File: config.mk
export PLATFORM = sky130hd
export DESIGN_NAME = udp_header_checksum_check_flat
export DESIGN_NICKNAME = d
export VERILOG_FILES = /design/src/rtl/udphcc_pkg.sv /design/src/rtl/udphcc_if.sv /design/src/rtl/udphcc_accum.sv /design/src/rtl/udp_header_checksum_check.sv /design/src/flat_wrapper.sv
export VERILOG_INCLUDE_DIRS = /design/src /design/src/rtl
export SDC_FILE = /design/constraint.sdc
export NUM_CORES = 1
export LEC_CHECK = 0
export BUFFER_PORTS_ARGS = -buffer_cell sky130_fd_sc_hd__buf_2
export CAP_MARGIN = 20
export CORE_MARGIN = 4
export CORE_UTILIZATION = 60
export DETAILED_ROUTE_END_ITERATION = 7
export PLACE_DENSITY_LB_ADDON = 0.3
export RECOVER_POWER = 50
export SETUP_SLACK_MARGIN = 0.02
export SYNTH_ARGS = -nofsm -noshare
export SYNTH_HDL_FRONTEND = slang
export SYNTH_SLANG_ARGS = --single-unit
File: constraint.sdc
create_clock -name clk -period 7.35 [get_ports clk]
set_input_delay 0 -clock clk [delete_from_list [all_inputs] [get_ports clk]]
set_output_delay 0 -clock clk [all_outputs]
set_load 0.02 [all_outputs]
File: src/rtl/udp_header_checksum_check_defines.svh
// ----------------------------------------------------------------------------
// UDP checksum check assertion macros
// Shared property forms for the checksum checker's assertions.
// ----------------------------------------------------------------------------
`ifndef UDP_HEADER_CHECKSUM_CHECK_DEFINES_SVH
`define UDP_HEADER_CHECKSUM_CHECK_DEFINES_SVH

// same-cycle implication, disabled in reset
`define UDPHCC_ASSERT_NOW(label, ante, cons, msg) \
  label: assert property (@(posedge clk) disable iff (!rst_n) (ante) |-> (cons)) \
    else $error(msg);

// next-cycle implication, disabled in reset
`define UDPHCC_ASSERT_NEXT(label, ante, cons, msg) \
  label: assert property (@(posedge clk) disable iff (!rst_n) (ante) |=> (cons)) \
    else $error(msg);

`endif

File: src/rtl/udphcc_pkg.sv
// ----------------------------------------------------------------------------
// UDP checksum check package
// Types, constants and the ones-complement adder shared by the block.
// ----------------------------------------------------------------------------
package udphcc_pkg;

  localparam int unsigned COUNTER_WIDTH_DEF = 32;

  localparam logic [7:0]  UDP_PROTO = 8'd17;
  localparam logic [16:0] HDR_BYTES = 17'd8;
  localparam logic [16:0] INDEX_MAX = 17'h1FFFF;
  localparam logic [15:0] ONES_ALL  = 16'hFFFF;

  typedef enum logic [1:0] {
    KIND_OK         = 2'd0,
    KIND_NO_HEADER  = 2'd1,
    KIND_BAD_LENGTH = 2'd2,
    KIND_CHECKSUM   = 2'd3
  } error_kind_t;

  typedef struct packed {
    logic        checked;
    error_kind_t pre_kind;
    logic        need_csum;
    logic [15:0] sum;
    logic [15:0] pseudo;
  } verdict_t;

  function automatic logic [15:0] ones_add(input logic [15:0] a, input logic [15:0] b);
    logic [16:0] s;
    s = {1'b0, a} + {1'b0, b};
    return s[15:0] + {15'd0, s[16]};
  endfunction

endpackage

File: src/rtl/udphcc_if.sv
// ----------------------------------------------------------------------------
// UDP checksum check channels
// Request channels for datagram bytes and for verdicts.
// ----------------------------------------------------------------------------
interface udphcc_in_if;
  logic        valid;
  logic        ready;
  logic [7:0]  data_byte;
  logic        last_byte;
  logic [31:0] source_address;
  logic [31:0] dest_address;
  logic [7:0]  ip_protocol;
  logic        already_dropped;

  modport source (
    output valid, data_byte, last_byte, source_address, dest_address, ip_protocol,
           already_dropped,
    input  ready
  );
  modport sink (
    input  valid, data_byte, last_byte, source_address, dest_address, ip_protocol,
           already_dropped,
    output ready
  );
endinterface

interface udphcc_out_if;
  logic        valid;
  logic        ready;
  logic        drop;
  logic [1:0]  error_kind;
  logic        was_checked;
  logic [31:0] error_total;

  modport source (
    output valid, drop, error_kind, was_checked, error_total,
    input  ready
  );
  modport sink (
    input  valid, drop, error_kind, was_checked, error_total,
    output ready
  );
endinterface

File: src/rtl/udphcc_accum.sv
// ----------------------------------------------------------------------------
// UDP checksum check accumulator
// Registers each byte, tracks header fields and the running ones-complement
// sums, and hands a partial verdict on the last byte of a packet.
// ----------------------------------------------------------------------------
module udphcc_accum (
  input  logic                clk,
  input  logic                rst_n,
  udphcc_in_if.sink           in_chan,
  output udphcc_pkg::verdict_t vd,
  output logic                vd_valid,
  input  logic                vd_ready
);

  localparam logic [16:0] IDX_SRC_HI  = 17'd1;
  localparam logic [16:0] IDX_SRC_LO  = 17'd2;
  localparam logic [16:0] IDX_DST_HI  = 17'd3;
  localparam logic [16:0] IDX_DST_LO  = 17'd4;
  localparam logic [16:0] IDX_LEN_HI  = 17'd4;
  localparam logic [16:0] IDX_LEN_LO  = 17'd5;
  localparam logic [16:0] IDX_PROTO   = 17'd5;
  localparam logic [16:0] IDX_CSUM_HI = 17'd6;
  localparam logic [16:0] IDX_PLEN    = 17'd6;
  localparam logic [16:0] IDX_CSUM_LO = 17'd7;

  logic        a_valid_r;
  logic [7:0]  a_byte_r;
  logic        a_last_r;
  logic [31:0] a_src_r;
  logic [31:0] a_dst_r;
  logic [7:0]  a_proto_r;
  logic        a_drop_r;
  logic        a_adv;

  logic [16:0] idx_r, idx_nxt, idx_inc;
  logic [15:0] sum_r, sum_nxt, sum_add;
  logic [15:0] len_r, len_nxt;
  logic        csnz_r, csnz_nxt;
  logic [7:0]  pend_r, pend_nxt;
  logic [15:0] pseudo_r, pseudo_nxt;
  logic [15:0] pseudo_word;
  logic [31:0] m_src_r, m_dst_r;
  logic [7:0]  m_proto_r;
  logic        m_drop_r;
  logic        eff_drop;
  logic [7:0]  eff_proto;

  udphcc_pkg::verdict_t vd_r, vd_nxt;
  logic                 vd_valid_r;

  assign a_adv         = a_valid_r && (!a_last_r || !vd_valid_r || vd_ready);
  assign in_chan.ready = !a_valid_r || a_adv;

  always_ff @(posedge clk) begin
    if (!rst_n) begin
      a_valid_r <= 1'b0;
    end else if (in_chan.ready) begin
      a_valid_r <= in_chan.valid;
    end
  end

  always_ff @(posedge clk) begin
    if (in_chan.valid && in_chan.ready) begin
      a_byte_r  <= in_chan.data_byte;
      a_last_r  <= in_chan.last_byte;
      a_src_r   <= in_chan.source_address;
      a_dst_r   <= in_chan.dest_address;
      a_proto_r <= in_chan.ip_protocol;
      a_drop_r  <= in_chan.already_dropped;
    end
  end

  always_comb begin
    eff_drop  = (idx_r == 17'd0) ? a_drop_r : m_drop_r;
    eff_proto = (idx_r == 17'd0) ? a_proto_r : m_proto_r;
    idx_inc   = (idx_r < udphcc_pkg::INDEX_MAX) ? idx_r + 17'd1 : idx_r;

    pend_nxt = (idx_r == IDX_LEN_HI) ? a_byte_r : pend_r;
    len_nxt  = (idx_r == IDX_LEN_LO) ? {pend_r, a_byte_r} : len_r;
    csnz_nxt = csnz_r ||
               (((idx_r == IDX_CSUM_HI) || (idx_r == IDX_CSUM_LO)) && (a_byte_r != 8'd0));

    sum_add = idx_r[0] ? {8'd0, a_byte_r} : {a_byte_r, 8'd0};
    if ((idx_r < 17'd6) || (idx_r < {1'b0, len_nxt})) begin
      sum_nxt = udphcc_pkg::ones_add(sum_r, sum_add);
    end else begin
      sum_nxt = sum_r;
    end

    case (idx_r)
      IDX_SRC_HI: pseudo_word = m_src_r[31:16];
      IDX_SRC_LO: pseudo_word = m_src_r[15:0];
      IDX_DST_HI: pseudo_word = m_dst_r[31:16];
      IDX_DST_LO: pseudo_word = m_dst_r[15:0];
      IDX_PROTO:  pseudo_word = {8'd0, udphcc_pkg::UDP_PROTO};
      IDX_PLEN:   pseudo_word = len_r;
      default:    pseudo_word = 16'd0;
    endcase
    pseudo_nxt = udphcc_pkg::ones_add(pseudo_r, pseudo_word);

    idx_nxt = idx_inc;

    vd_nxt.checked   = !eff_drop && (eff_proto == udphcc_pkg::UDP_PROTO);
    vd_nxt.need_csum = csnz_nxt;
    vd_nxt.sum       = sum_nxt;
    vd_nxt.pseudo    = pseudo_nxt;
    if (idx_inc < udphcc_pkg::HDR_BYTES) begin
      vd_nxt.pre_kind = udphcc_pkg::KIND_NO_HEADER;
    end else if (({1'b0, len_nxt} > idx_inc) ||
                 ({1'b0, len_nxt} < udphcc_pkg::HDR_BYTES)) begin
      vd_nxt.pre_kind = udphcc_pkg::KIND_BAD_LENGTH;
    end else begin
      vd_nxt.pre_kind = udphcc_pkg::KIND_OK;
    end
  end

  always_ff @(posedge clk) begin
    if (!rst_n) begin
      idx_r     <= '0;
      sum_r     <= '0;
      len_r     <= '0;
      csnz_r    <= 1'b0;
      pend_r    <= '0;
      pseudo_r  <= '0;
      m_src_r   <= '0;
      m_dst_r   <= '0;
      m_proto_r <= '0;
      m_drop_r  <= 1'b0;
    end else if (a_adv) begin
      if (a_last_r) begin
        idx_r     <= '0;
        sum_r     <= '0;
        len_r     <= '0;
        csnz_r    <= 1'b0;
        pend_r    <= '0;
        pseudo_r  <= '0;
        m_src_r   <= '0;
        m_dst_r   <= '0;
        m_proto_r <= '0;
        m_drop_r  <= 1'b0;
      end else begin
        idx_r    <= idx_nxt;
        sum_r    <= sum_nxt;
        len_r    <= len_nxt;
        csnz_r   <= csnz_nxt;
        pend_r   <= pend_nxt;
        pseudo_r <= pseudo_nxt;
        if (idx_r == 17'd0) begin
          m_src_r   <= a_src_r;
          m_dst_r   <= a_dst_r;
          m_proto_r <= a_proto_r;
          m_drop_r  <= a_drop_r;
        end
      end
    end
  end

  always_ff @(posedge clk) begin
    if (!rst_n) begin
      vd_valid_r <= 1'b0;
    end else begin
      vd_valid_r <= (vd_valid_r && !vd_ready) || (a_adv && a_last_r);
    end
  end

  always_ff @(posedge clk) begin
    if (a_adv && a_last_r) begin
      vd_r <= vd_nxt;
    end
  end

  assign vd       = vd_r;
  assign vd_valid = vd_valid_r;

endmodule

File: src/rtl/udp_header_checksum_check.sv
// The verdict for a last byte passes the input, verdict and output registers.
// Throughput: one byte per cycle; the per-byte sum update is one 16-bit ones-add.
// Last bytes and verdict registers stall only when the result is held at the output.
// Reset (rst_n low, synchronous) clears per-packet state and the error count.
// ----------------------------------------------------------------------------
// UDP checksum check
// Verifies UDP length and checksum per datagram and counts failed packets.
// ----------------------------------------------------------------------------
`include "udp_header_checksum_check_defines.svh"

module udp_header_checksum_check #(
  parameter int unsigned COUNTER_WIDTH = udphcc_pkg::COUNTER_WIDTH_DEF
) (
  input  logic         clk,
  input  logic         rst_n,
  udphcc_in_if.sink    in_chan,
  udphcc_out_if.source out_chan
);

  udphcc_pkg::verdict_t    vd;
  logic                    vd_valid;
  logic                    vd_ready;
  logic                    v_adv;

  logic [15:0]             total;
  udphcc_pkg::error_kind_t kind_nxt;
  logic [COUNTER_WIDTH-1:0] err_cnt_r, err_cnt_nxt;
  logic [31:0]             clip;

  logic                    out_valid_r;
  logic                    drop_r;
  udphcc_pkg::error_kind_t kind_r;
  logic                    checked_r;
  logic [31:0]             total_r;

  udphcc_accum u_accum (
    .clk      (clk),
    .rst_n    (rst_n),
    .in_chan  (in_chan),
    .vd       (vd),
    .vd_valid (vd_valid),
    .vd_ready (vd_ready)
  );

  assign vd_ready = !out_valid_r || out_chan.ready;
  assign v_adv    = vd_valid && vd_ready;

  always_comb begin
    total = udphcc_pkg::ones_add(vd.sum, vd.pseudo);
    if (!vd.checked) begin
      kind_nxt = udphcc_pkg::KIND_OK;
    end else if (vd.pre_kind != udphcc_pkg::KIND_OK) begin
      kind_nxt = vd.pre_kind;
    end else if (vd.need_csum && (total != udphcc_pkg::ONES_ALL)) begin
      kind_nxt = udphcc_pkg::KIND_CHECKSUM;
    end else begin
      kind_nxt = udphcc_pkg::KIND_OK;
    end
    if ((kind_nxt != udphcc_pkg::KIND_OK) && (err_cnt_r != {COUNTER_WIDTH{1'b1}})) begin
      err_cnt_nxt = err_cnt_r + {{(COUNTER_WIDTH-1){1'b0}}, 1'b1};
    end else begin
      err_cnt_nxt = err_cnt_r;
    end
  end

  generate
    if (COUNTER_WIDTH > 32) begin : g_clip_wide
      assign clip = (|err_cnt_nxt[COUNTER_WIDTH-1:32]) ? 32'hFFFF_FFFF : err_cnt_nxt[31:0];
    end else if (COUNTER_WIDTH == 32) begin : g_clip_full
      assign clip = err_cnt_nxt;
    end else begin : g_clip_narrow
      assign clip = {{(32-COUNTER_WIDTH){1'b0}}, err_cnt_nxt};
    end
  endgenerate

  always_ff @(posedge clk) begin
    if (!rst_n) begin
      err_cnt_r   <= '0;
      out_valid_r <= 1'b0;
    end else begin
      if (v_adv) begin
        err_cnt_r <= err_cnt_nxt;
      end
      if (vd_ready) begin
        out_valid_r <= vd_valid;
      end
    end
  end

  always_ff @(posedge clk) begin
    if (v_adv) begin
      drop_r    <= (kind_nxt != udphcc_pkg::KIND_OK);
      kind_r    <= kind_nxt;
      checked_r <= vd.checked;
      total_r   <= clip;
    end
  end

  assign out_chan.valid       = out_valid_r;
  assign out_chan.drop        = drop_r;
  assign out_chan.error_kind  = kind_r;
  assign out_chan.was_checked = checked_r;
  assign out_chan.error_total = total_r;

  `UDPHCC_ASSERT_NEXT(a_cnt_hold, !v_adv, $stable(err_cnt_r), "error count moved without a verdict")
  `UDPHCC_ASSERT_NEXT(a_cnt_mono, v_adv, err_cnt_r >= $past(err_cnt_r), "error count went down")
  `UDPHCC_ASSERT_NOW(a_drop_kind, out_valid_r,
    (drop_r == (kind_r != udphcc_pkg::KIND_OK)) && (checked_r || !drop_r),
    "drop disagrees with error kind")

endmodule
File: src/flat_wrapper.sv
// flat-port wrapper written by rule: the top's interface ports become plain ports
module udp_header_checksum_check_flat 
#(
  parameter int unsigned COUNTER_WIDTH = udphcc_pkg::COUNTER_WIDTH_DEF
)
  (clk, rst_n, in_chan_valid, in_chan_data_byte, in_chan_last_byte, in_chan_source_address, in_chan_dest_address, in_chan_ip_protocol, in_chan_already_dropped, in_chan_ready, out_chan_valid, out_chan_drop, out_chan_error_kind, out_chan_was_checked, out_chan_error_total, out_chan_ready);
  udphcc_in_if in_chan_i ();
  udphcc_out_if out_chan_i ();
  input  logic clk;
  input  logic rst_n;
  input wire logic [$bits(in_chan_i.valid)-1:0] in_chan_valid;
  input wire logic [$bits(in_chan_i.data_byte)-1:0] in_chan_data_byte;
  input wire logic [$bits(in_chan_i.last_byte)-1:0] in_chan_last_byte;
  input wire logic [$bits(in_chan_i.source_address)-1:0] in_chan_source_address;
  input wire logic [$bits(in_chan_i.dest_address)-1:0] in_chan_dest_address;
  input wire logic [$bits(in_chan_i.ip_protocol)-1:0] in_chan_ip_protocol;
  input wire logic [$bits(in_chan_i.already_dropped)-1:0] in_chan_already_dropped;
  output wire logic [$bits(in_chan_i.ready)-1:0] in_chan_ready;
  output wire logic [$bits(out_chan_i.valid)-1:0] out_chan_valid;
  output wire logic [$bits(out_chan_i.drop)-1:0] out_chan_drop;
  output wire logic [$bits(out_chan_i.error_kind)-1:0] out_chan_error_kind;
  output wire logic [$bits(out_chan_i.was_checked)-1:0] out_chan_was_checked;
  output wire logic [$bits(out_chan_i.error_total)-1:0] out_chan_error_total;
  input wire logic [$bits(out_chan_i.ready)-1:0] out_chan_ready;
  assign in_chan_i.valid = in_chan_valid;
  assign in_chan_i.data_byte = in_chan_data_byte;
  assign in_chan_i.last_byte = in_chan_last_byte;
  assign in_chan_i.source_address = in_chan_source_address;
  assign in_chan_i.dest_address = in_chan_dest_address;
  assign in_chan_i.ip_protocol = in_chan_ip_protocol;
  assign in_chan_i.already_dropped = in_chan_already_dropped;
  assign in_chan_ready = in_chan_i.ready;
  assign out_chan_valid = out_chan_i.valid;
  assign out_chan_drop = out_chan_i.drop;
  assign out_chan_error_kind = out_chan_i.error_kind;
  assign out_chan_was_checked = out_chan_i.was_checked;
  assign out_chan_error_total = out_chan_i.error_total;
  assign out_chan_i.ready = out_chan_ready;
  udp_header_checksum_check #(.COUNTER_WIDTH(COUNTER_WIDTH)) u_core (.clk(clk), .rst_n(rst_n), .in_chan(in_chan_i), .out_chan(out_chan_i));
endmodule
==> reports/results.txt <==
Psw: 0.985 mW
Design area: 0.0197 mm²
Worst-case clock buffer depth: 3
Setup TNS: 0 ps
Vias in the first global route: 13491
Worst path cell trace: clkbuf_1, nand3_1, nand2_1, clkbuf_1, nor2_1, clkbuf_1, and2_1, a22oi_1, nor2_1
Hold buffers post-CTS: 85
GRT overflow: 0
Final core utilization: 70.8%
Area leader, netlist: edfxtp_1
Most frequent cells after synthesis: nor2_1 (231), dfxtp_1 (182), edfxtp_1 (154)
Setup CP Type: reg2reg
Worst slew margin: -143%
Max FO, Critical Path: 57
Fill count: 2044
Cell Area, Synth: 0.0170 mm²
Yosys synthesis warning count: 0
Main synth FF type: dfxtp_1
Number of core rows: 61
Clock power share: 42.3%
Final Cycle Share: 83.8%
Slew Viols, Final: 270
Critical Path AT: 6550 ps
Peak Freq: 162 MHz
Routed wire length: 45200 µm
Post-Layout Cell Count: 2254
First-pass GRT wire length: 71300 µm
CP Launch Type: flip-flop
Num CTS Buffers: 36
Synth-to-layout area growth: 15.9%
DRC Markers: 9
Placed insts: 2102
CP endpoint kind: flip-flop
Sequential area share after synthesis: 48.6%
Die Area: 0.0311 mm²
Logic gate share of total power: 7.3%
Clk slew on worst S/H paths: 60 ps
Internal power: 3.12 mW
#FFs+latches synth: 336
All-Layer GR Usage: 28.4%
Worst-Margin Slew: 3650 ps
Post-synth EDFFs: 154
Hpwl dp: 28900 µm
Synth async-reset ratio: 0%
Largest cells by area after synthesis: edfxtp_1 (27%), dfxtp_1 (21%), ha_1 (6.6%)
Slowest CP cell: clkbuf_1
Syn Inst Count: 1687
Hold Vio Cnt, Final: 0
Worst hold-check path type: in2reg
Syn Area/Cell: 10.1 µm²
CTS sink count: 336
Initial antenna violation count: 0
Top Ports: 124
Final Setup Violations: 0
Top-count cell post-synth: nor2_1
N_diodes: 0
Max-cap violations: 5
Worst EP required: 7740 ps
P_leak: 7.91 nW
CTS H-tree depth: 2
Most Frequent Cell on Critical Path: clkbuf_1
Setup Skew: 20.3 ps
Clk_lat worst skew: 540 ps
Failing checks: design-rule violations, max-capacitance violations, max-slew violations
CTS tree: built
Clock root cell: clkbuf_16
Post-CTS resize count: 0
TritonRoute pass-1 iters: 8
Antenna Nets Post-Route: 0
Synth cell types: 74
Die height: 176 µm
Setup bufs post-CTS: 0
Initial Util: 61.0%
Max IR drop VDD: 0.000254 V
RD Place Congestion: 0.958
First DRT Iteration DRCs: 1585
Wire length per cell: 20.0 µm
IO Port Bufs: 123
Worst hold slack: 39.5 ps
Synth top area share: 27.2%
Largest net degree at the start of global routing: 111
P per Cell Area: 208 mW/mm²
Nets: 2028
Status: complete, but fails checks
Die X: 176 µm
DR vias: 13981
Sequential Power Share: 50.3%
Unrepaired setup endpoints after global routing: no
Via density: 6.20
Share of cells above drive strength 1: 9.28%
Sw Share: 24.0%
Placed inst area: 0.0178 mm²
Post-Synthesis Net Count: 1866
Core area: 0.0279 mm²
Final min period: 6160 ps
Max stage delay on crit path: 2000 ps
-- cell usage in the layout, fill, tap and decap left out, types with 6 or more instances in the layout --
cell type	Yosys	routed
buf_2	2	69
o21bai_1	10	10
a22oi_1	142	142
a222oi_1	14	14
edfxtp_1	154	154
a31o_2	6	6
nor2_1	231	230
mux2_2	17	17
a211oi_1	8	8
inv_1	45	45
a21o_1	20	20
mux2i_1	24	24
clkbuf_1	87	68
clkbuf_16	0	36
a31oi_1	7	7
dlygate4sd3_1	0	85
or2_2	7	7
nor4_1	24	24
and3_1	23	23
nor3_1	31	31
xor2_1	60	60
nor2b_1	16	16
nand3_1	47	47
and2_1	27	24
or4_1	6	6
o21a_1	10	10
o31ai_1	7	7
a21oi_1	67	67
xnor2_1	62	62
ha_1	90	90
dfxtp_1	182	182
or3_1	10	10
nand2b_1	18	18
nand2_1	84	84
o21ai_0	40	40
nand4_1	26	26
-- worst paths after layout --
path | from | to | slack (ps) | cells past startpoint
min reg2reg | u_core.u_accum.m_proto_r[7] | u_core.u_accum.m_proto_r[7] | 460 | 2
min | rst_n | u_core.err_cnt_r[20] | 40 | 3
max reg2reg | u_core.u_accum.a_last_r | u_core.u_accum.pend_r[3] | 1190 | 9
max | u_core.u_accum.a_last_r | u_core.u_accum.pend_r[3] | 1190 | 9
-- area by class of cell --
cell class / instances / area [µm²] / share of cell area (%)
sequential: 336 / 8270 / 41.9
multi-input combinational: 1210 / 8190 / 41.6
timing repair buffer: 219 / 1480 / 7.52
clock buffer: 53 / 1010 / 5.15
tap: 378 / 473 / 2.40
inverter: 46 / 175 / 0.888
clock inverter: 12 / 108 / 0.546
-- logic make-up (layout without fill, tap and decap cells) --
family / Yosys count / after routing / share of synthesized area [%]
xor gates and xnor gates: 122 / 122 / 6.28
DFF: 336 / 336 / 48.6
buffers and inverters: 141 / 330 / 3.31
adders and majority gates: 93 / 93 / 6.97
muxes: 41 / 41 / 2.54
and+or+nand+nor: 574 / 574 / 16.3
AOI/OAI and AO/OA: 380 / 380 / 16.0
-- routing by layer --
| layer | up-vias | track usage [%] | part of all wire, % |
|---|---|---|---|
| met3 | 127 | 4.69 | 8.0 |
| met4 | 0 | 10.3 | 3.7 |
| met2 | 648 | 47.0 | 47 |
| li1 | 6543 | - | - |
| met1 | 6663 | 37.9 | 41 |
| met5 | - | 0 | 0 |
-- flip-flops by register name (all words and copies together) (netlist names), 2 cells and up --
register	cells
u_core.u_accum.a_dst_r	32
u_core.u_accum.a_proto_r	8
u_core.u_accum.pend_r	8
u_core.u_accum.len_r	16
u_core.out_chan.error_total	32
u_core.u_accum.pseudo_r	16
u_core.u_accum.m_proto_r	8
u_core.out_chan.error_kind	2
u_core.u_accum.m_src_r	32
u_core.u_accum.sum_r	16
u_core.u_accum.idx_r	17
u_core.u_accum.a_byte_r	8
u_core.u_accum.a_src_r	32
u_core.u_accum.m_dst_r	32
u_core.err_cnt_r	32
u_core.u_accum.vd	36
-- power by group through the flow --
| stage | Sequential, mW | Clock (mW) | Combinational [mW] |
|---|---|---|---|
| 2_1_floorplan | 2.08 | 0 | 0.182 |
| 3_3_place_gp | 2.10 | 0 | 0.248 |
| 3_5_place_dp | 2.10 | 0 | 0.254 |
| 4_1_cts | 2.06 | 1.74 | 0.291 |
| 5_1_grt | 2.07 | 1.83 | 0.330 |
| 6_report | 2.07 | 1.74 | 0.302 |
-- critical path: cells and delay by family, from the launching register on --
kind,cells,cell delay [ps]
buffers and inverters,3,3610
AND/OR/NAND/NOR,5,1850
flip-flops,1,320
AO/OA/AOI/OAI,1,200
-- per-stage QoR --
step	power [mW]	worst slack [ps]
2_1_floorplan	2.26	2080
3_3_place_gp	2.35	1880
3_5_place_dp	2.35	1730
4_1_cts	4.09	1710
5_1_grt	4.23	807
6_report	4.11	1190
(Power assumes the default switching activity.)
